[config.mk]
export PLATFORM = sky130hd
export DESIGN_NAME = fdtm_cmul
export DESIGN_NICKNAME = d
export VERILOG_FILES = /design/src/rtl/fdtm_pkg.sv /design/src/rtl/fdtm_cmul.sv
export SDC_FILE = /design/constraint.sdc
export NUM_CORES = 2
export LEC_CHECK = 0
export BUFFER_PORTS_ARGS = -buffer_cell sky130_fd_sc_hd__buf_4
export CAP_MARGIN = 20
export CORE_MARGIN = 3
export CORE_UTILIZATION = 67
export DETAILED_ROUTE_END_ITERATION = 16
export HOLD_SLACK_MARGIN = 0.12
export PLACE_DENSITY = 0.85
export SETUP_SLACK_MARGIN = 0.2
export SYNTH_ARGS = -nofsm -noshare
export SYNTH_HDL_FRONTEND = slang
export SYNTH_SLANG_ARGS = --single-unit
[constraint.sdc]
create_clock -name clk -period 8 [get_ports clk]
set_input_delay 0.8 -clock clk [delete_from_list [all_inputs] [get_ports clk]]
set_output_delay 0.8 -clock clk [all_outputs]
set_load 0.02 [all_outputs]
[src/rtl/fdtm_pkg.sv]
// Shared types and constants for the frequency-domain tap multiplier.
// No dependencies; imported by every module of the block.
`default_nettype none

package fdtm_pkg;

	localparam int unsigned DATA_W    = 16;
	localparam int unsigned PROD_W    = 2 * DATA_W;
	localparam int unsigned SUM_W     = PROD_W + 1;
	localparam int unsigned TAP_DEPTH = 512;
	localparam int unsigned TAP_AW    = $clog2(TAP_DEPTH);

	// Item function codes.
	localparam logic FUNC_LOAD = 1'b0;
	localparam logic FUNC_DATA = 1'b1;

	typedef logic signed [DATA_W-1:0] sample_t;
	typedef logic [TAP_AW-1:0]        tap_addr_t;

	// Packed so that the real part sits in the low half of the word.
	typedef struct packed {
		sample_t im;
		sample_t re;
	} tap_t;

	// One data sample with its tap, as handed to the multiplier.
	typedef struct packed {
		sample_t d_re;
		sample_t d_im;
		tap_t    tap;
		logic    last;
	} cmul_in_t;

endpackage : fdtm_pkg

`default_nettype wire

[src/rtl/fdtm_cmul.sv]
// Complex multiply pipeline: products, sums, then round-half-even and saturate.
// Depends on fdtm_pkg; three stages, each with its own hold under stall.
`default_nettype none

module fdtm_cmul #(
	parameter int unsigned SHIFT = 15
) (
	input  wire                  clk,
	input  wire                  arst_n,
	input  wire                  in_valid,
	output logic                 in_stall,
	input  fdtm_pkg::cmul_in_t   in_data,
	output logic                 res_valid,
	input  wire                  res_stall,
	output fdtm_pkg::sample_t    res_re,
	output fdtm_pkg::sample_t    res_im,
	output logic                 res_last
);
	import fdtm_pkg::*;

	localparam logic [SUM_W:0]        RMASK   = ((SUM_W+1)'(1) << SHIFT) - (SUM_W+1)'(1);
	localparam logic [SUM_W:0]        HALF    = ((SUM_W+1)'(1) << SHIFT) >> 1;
	localparam logic signed [SUM_W:0] SAT_MAX = (SUM_W+1)'(32767);
	localparam logic signed [SUM_W:0] SAT_MIN = -(SUM_W+1)'(32768);

	// Floor shift plus a round-up decision gives round half to even.
	function automatic sample_t round_sat(input logic signed [SUM_W-1:0] v);
		logic signed [SUM_W:0] ext;
		logic signed [SUM_W:0] q;
		logic [SUM_W:0]        rem;
		logic                  up;
		ext = {v[SUM_W-1], v};
		q   = ext >>> SHIFT;
		rem = ext & RMASK;
		up  = (HALF != '0) && ((rem > HALF) || ((rem == HALF) && q[0]));
		q   = q + (SUM_W+1)'(up);
		if (q > SAT_MAX) begin
			return sample_t'(SAT_MAX);
		end else if (q < SAT_MIN) begin
			return sample_t'(SAT_MIN);
		end
		return sample_t'(q);
	endfunction

	logic en2, en3, en4;

	logic                     valid_s2, last_s2;
	logic signed [PROD_W-1:0] p_rr_s2, p_ii_s2, p_ri_s2, p_ir_s2;
	logic                     valid_s3, last_s3;
	logic signed [SUM_W-1:0]  sum_re_s3, sum_im_s3;
	logic                     valid_s4, last_s4;
	sample_t                  re_s4, im_s4;

	assign en4      = !valid_s4 || !res_stall;
	assign en3      = !valid_s3 || en4;
	assign en2      = !valid_s2 || en3;
	assign in_stall = !en2;

	always_ff @(posedge clk or negedge arst_n) begin
		if (!arst_n) begin
			valid_s2 <= 1'b0;
			valid_s3 <= 1'b0;
			valid_s4 <= 1'b0;
		end else begin
			if (en2) valid_s2 <= in_valid;
			if (en3) valid_s3 <= valid_s2;
			if (en4) valid_s4 <= valid_s3;
		end
	end

	always_ff @(posedge clk) begin
		if (en2) begin
			p_rr_s2 <= PROD_W'(in_data.d_re) * PROD_W'(in_data.tap.re);
			p_ii_s2 <= PROD_W'(in_data.d_im) * PROD_W'(in_data.tap.im);
			p_ri_s2 <= PROD_W'(in_data.d_re) * PROD_W'(in_data.tap.im);
			p_ir_s2 <= PROD_W'(in_data.d_im) * PROD_W'(in_data.tap.re);
			last_s2 <= in_data.last;
		end
		if (en3) begin
			sum_re_s3 <= SUM_W'(p_rr_s2) - SUM_W'(p_ii_s2);
			sum_im_s3 <= SUM_W'(p_ri_s2) + SUM_W'(p_ir_s2);
			last_s3   <= last_s2;
		end
		if (en4) begin
			re_s4   <= round_sat(sum_re_s3);
			im_s4   <= round_sat(sum_im_s3);
			last_s4 <= last_s3;
		end
	end

	assign res_valid = valid_s4;
	assign res_re    = re_s4;
	assign res_im    = im_s4;
	assign res_last  = last_s4;

endmodule : fdtm_cmul

`default_nettype wire

* Yosys cells after proc, flatten, opt, wreduce, memory -nomap -nowiden
Cells that the tools add are included.
** Storage, ports and cells
- Bits in registers :: 232
- Output and inout port bits :: 35
- Logic and storage cells :: 54
** Cells by class
- Add/sub/neg operators :: 4
- Multipliers :: 4
- Magnitude comparators :: 6
- Equality and inequality tests :: 2
- Multiplexer cells :: 12
- Reductions and logical operators :: 12
** Operators by type and width (number)
- $mul A16 B16 Y32 :: 4
- $mux W16 :: 6
- $add A18 B2 Y19 :: 2
- $gt A19 B16 Y1 const B :: 2
- $lt A19 B16 Y1 const B :: 2
- $add A32 B32 Y33 :: 1
- $sub A32 B32 Y33 :: 1
- $eq A15 B15 Y1 const B :: 2
- $gt A15 B15 Y1 const B :: 2
- $mux W1 :: 6
- $logic_not A1 Y1 :: 5
- $logic_or A1 B1 Y1 :: 5
- $logic_and A1 B1 Y1 :: 2

* Depth between registers and ports, before layout
- Word-level depth :: 9
- Mapped depth :: 24
- Depth with buffers taken out :: 23

* Worst setup path after synthesis
No wires, ideal clock.
- Kind :: input -> register
- Start point :: input port in_data[24] in the netlist's numbering
- End point :: register p_ri_s2[31], data pin
- Library setup time :: 0.190 ns
- Arrival :: 6.450 ns
- Data required time :: 7.810 ns
- Path slack :: 1.360 ns
- Stages :: 23
- Path buffers :: 1
- Path through :: clkbuf_1 -> nand2_1 -> fa_1 -> inv_1 -> fa_1 -> inv_1 -> fa_1 -> inv_1 -> fa_1 -> fa_1 -> inv_1 -> fa_1 -> inv_1 -> ha_1 -> a21oi_2 -> o211ai_1 -> a21o_1 -> a21o_1 -> a221oi_4 -> o221ai_2 -> o311ai_4 -> mux2i_1 -> a2111oi_2
** On the way
- Longest elaborated chain between the ends :: 1
** RTL lines
- from (decl) :: RTL line fdtm_cmul.sv:12 : input fdtm_pkg::cmul_in_t in_data,
- $mul A16 B16 Y32 :: RTL line fdtm_cmul.sv:75 : p_ri_s2 <= PROD_W'(in_data.d_re) * PROD_W'(in_data.tap.im);
- to (signal assigned) :: RTL line fdtm_cmul.sv:75
- to (decl) :: RTL line fdtm_cmul.sv:48 : logic signed [PROD_W-1:0] p_rr_s2, p_ii_s2, p_ri_s2, p_ir_s2;
Every way passes these cells.
A chain may end at the register's enable or synchronous reset.

* Worst setup path in the final report
- Start point :: input port in_data[8] in the netlist's numbering
- End point :: register p_ir_s2[31], data pin
** On the way
- Longest elaborated chain between the ends :: 1
** RTL lines
- $mul A16 B16 Y32 :: RTL line fdtm_cmul.sv:76 : p_ir_s2 <= PROD_W'(in_data.d_im) * PROD_W'(in_data.tap.re);
- to (signal assigned) :: RTL line fdtm_cmul.sv:76
- to (decl) :: RTL line fdtm_cmul.sv:48
Every way passes these cells.

==> metrics list <==
- Commonest cells in the netlist: inv_1 (1,235), fa_1 (1,050), nand2_1 (552), and2_1 (501), ha_1 (394)
* Minimum clock period after layout: 7.08 ns
- In this run the remaining antenna-violating nets after routing total 0.
- Total Die Area: 78,900 um2
- After detailed routing, the number of remaining DRC violations is 0.
- Clk root buf: clkbuf_16
- Yosys printed 0 warnings.
* Number of rows created at floorplan: 100
* Number of I/O port buffers: 103
- Global routing used 30.2% of the available tracks across all layers.
- Worst-path fanout max: 32
- On the final layout, the worst clock skew is 0.0292 ns.
- Register area share after synthesis: 13.7%
* Post-cts resize count: 0
- Summing all multi-input logic gate instances after layout gives 38,300 um2.
* Library cell contributing the largest single delay on the critical path: a311oi_1
- The largest single stage delay on the critical path is 0.63 ns.
* Actual slew at the worst max-slew pin: 0.970 ns
- The HPWL after detailed placement is 87,200 um.
* Overall via count from detail_route: 35,800
- Yosys instantiated no cell more often than inv_1.
- The number of setup buffers added after CTS is 0.
- The netlist uses 79 different library cells.
- Normalized max-slew margin: 35.3%
- In this run, synthesis inferred 229 flip-flops with an integrated enable.
* Global-route congestion overflow total: 0
- CTS built an H-tree with a depth of 1.
* Clock tree from TritonCTS: yes
* Most frequent cell on the critical path: fa_1
- The max-slew violation total from the final report is 0.
* Top-level I/O count: 104
* CTS Hold Bufs: 1
* Post-Syn Nets: 6,774
- Primary FF master, synth: edfxtp_1
- After synthesis the cells add up to 50,700 um2.
- Counting every sink on the clock net gives 232.
- Average instance area after synthesis: 9.63 um2
- For this configuration, the core starts out at a cell density of 67.8%.
- In this run, CTS created clock tree buffers numbering 28.
* Core outline area: 74,700 um2
* Critical path class: in2reg
* Routed wire length: 112,000 um
* Die Width: 281 um
- Vias per Instance: 5.77
- Crit path required time: 8.30 ns
* Outcome: finished, final reports clean
- Fin util: 70.9%
- The number of antenna violations at the first check in global routing came to 7.
- By area the synthesized netlist is led by fa_1 (41%), edfxtp_1 (14%), ha_1 (9.7%), inv_1 (9.2%), and2_1 (6.2%).
* Post-DR wirelength/cell: 18.1 um
* Critical Path Sink Type: flip-flop
- Fill cells in the final layout number 5,310.
- Achievable Freq: 141 MHz
- Fraction of registers with async set or reset after synthesis: 1.29%
- At the end of routability-driven placement, the weighted congestion stood at 0.865.
- Timing analysis after detailed placement gives a worst setup slack of 0.477 ns.
- Walking the worst path, the cells encountered are buf_4 -> nand2_1 -> fa_1 -> inv_1 -> fa_1 -> inv_1 -> fa_1 -> inv_1 -> fa_1 -> fa_1 -> inv_1 -> fa_1 -> inv_1 -> ha_1 -> a21oi_1 -> o22ai_1 -> o31a_1 -> a311oi_1 -> a21oi_1 -> o31ai_1 -> a21oi_1 -> nor4_1 -> a311oi_1.
- The biggest area contributor in the post-synthesis netlist is fa_1.
- Synth Instances: 5,261
- For the worst-skew pair, the clock arrives at the later sink with an insertion delay of 0.59 ns.
* Share of Yosys cell area claimed by the top area cell type: 41.5%
* Hold Crit Class: in2reg
* Layout cells sized above 1: 3.78%
- Startpoint kind of the worst setup timing path: input port
- Synthesis-stage register bit count: 232
* Arrival time worst endpoint: 7.38 ns
- Counting along the longest clock path gives a buffer depth of 3.
- Across the run, the number of max-cap violations was 0.
- The number of hold violations in the final report came to 0.
- Post-synthesis to final-layout area growth: 4.54%
* Final-report setup violation count: 0
- Setup slack of the critical path after layout: 0.917 ns
- The first global-routing pass estimated 191,000 um of wire.
- Clock-pin slew was measured on the worst setup and hold paths at 0.06 ns.
* Final period util: 88.5%
- Maximum number of pins on one net before global-route repair: 69
- The via count of the first global-routing pass came to 38,300.
- DRC marker count from the first detailed-route iteration: 2,812
- Measured along the y axis, the die boundary spans 281 um.
- Setup repair after global routing left no endpoint under its margin.
- Sequential standard cell area: 6950 um2
- In the final timing run, aggregate negative setup slack is 0 ns.
- First-pass detailed-route iteration total: 6
- Layout Nets: 6,724
[kinds of logic (layout without fill, tap and decap cells)]
kind of cell / Yosys count / count (layout) / synth area share [%]
DFF: 232 / 232 / 13.7
muxes: 3 / 3 / 0.0593
buffers and inverters: 1437 / 1408 / 10.7
xor gates and xnor gates: 207 / 207 / 3.58
adders and majority gates: 1444 / 1444 / 51.2
and+or+nand+nor: 1432 / 1432 / 14.1
other: 0 / 5 / 0
AOI/OAI and AO/OA: 506 / 506 / 6.61
[sequential cells by signal, summed over array words and instances (netlist names)]
register	cells
valid_s3	1
res_valid	1
last_s3	1
res_re	16
p_ri_s2	32
p_rr_s2	32
p_ir_s2	32
res_im	16
res_last	1
p_ii_s2	32
sum_im_s3	33
sum_re_s3	33
last_s2	1
valid_s2	1
[layer usage]
layer  GRT usage, %  wire (um)
met1           42.5      45400
met2           47.5      52400
met3           5.87      10600
met4           10.2       3920
met5              0         26
[final cells by class]
type | instances | share of cell area (%)
multi-input cells | 3592 | 72.4
flip-flops and latches | 232 | 13.1
inverters | 1235 | 8.75
well taps | 969 | 2.29
repair buffers | 122 | 1.80
clock buffers | 35 | 1.41
clock inverters | 16 | 0.227
diodes | 5 | 0.0236
[cell usage in the layout (no fill, tap or decap), types with 27 or more instances in the layout]
cell type / instances
inv_1: 1235
fa_1: 1050
nand2_1: 551
and2_1: 501
ha_1: 394
edfxtp_1: 229
xnor2_1: 149
a21oi_1: 143
nor2_1: 141
buf_4: 119
o21ai_0: 98
a21o_1: 68
xor2_1: 58
nand2b_1: 48
nor3_1: 43
nand3_1: 36
o21a_1: 29
clkbuf_16: 29
nand4_1: 27
[through the flow]
| step | hold WS (ns) | cell area [um2] | std cells |
|---|---|---|---|
| after global placement | 0.421 | 52000 | 6147 |
| after detailed placement | 0.420 | 52000 | 6147 |
| after floorplan | 0.400 | 50700 | 5261 |
| after CTS | 0.377 | 52900 | 6199 |
| final | 0.425 | 53000 | 6206 |
| after global routing | 0.407 | 52900 | 6204 |
[final timing paths]
path	from	endpoint	slack [ns]	cells past startpoint
max reg2reg	p_ii_s2[0]$_DFFE_PN_	sum_re_s3[32]$_DFFE_PP_	4.17	11
max	in_data[8]	p_ir_s2[31]$_DFFE_PN_	0.92	23
max in group asynchronous	arst_n	valid_s3$_DFFE_PN0P_	7.34	2
min reg2reg	last_s3$_DFFE_PP_	res_last$_DFFE_PP_	0.43	0
min	in_data[0]	last_s2$_DFFE_PN_	0.42	1
min in group asynchronous	arst_n	res_valid$_DFFE_PN0P_	0.57	2
[critical path, delay by kind of cell]
family | cells | cell delay [ns]
simple gates | 2 | 0.36
fa+ha+maj | 7 | 3.36
buf+inv | 6 | 0.57
compound gates | 8 | 2.26
Power is not shown: default switching activity piles up to over one toggle a cycle in this logic, so the estimate is an artifact.
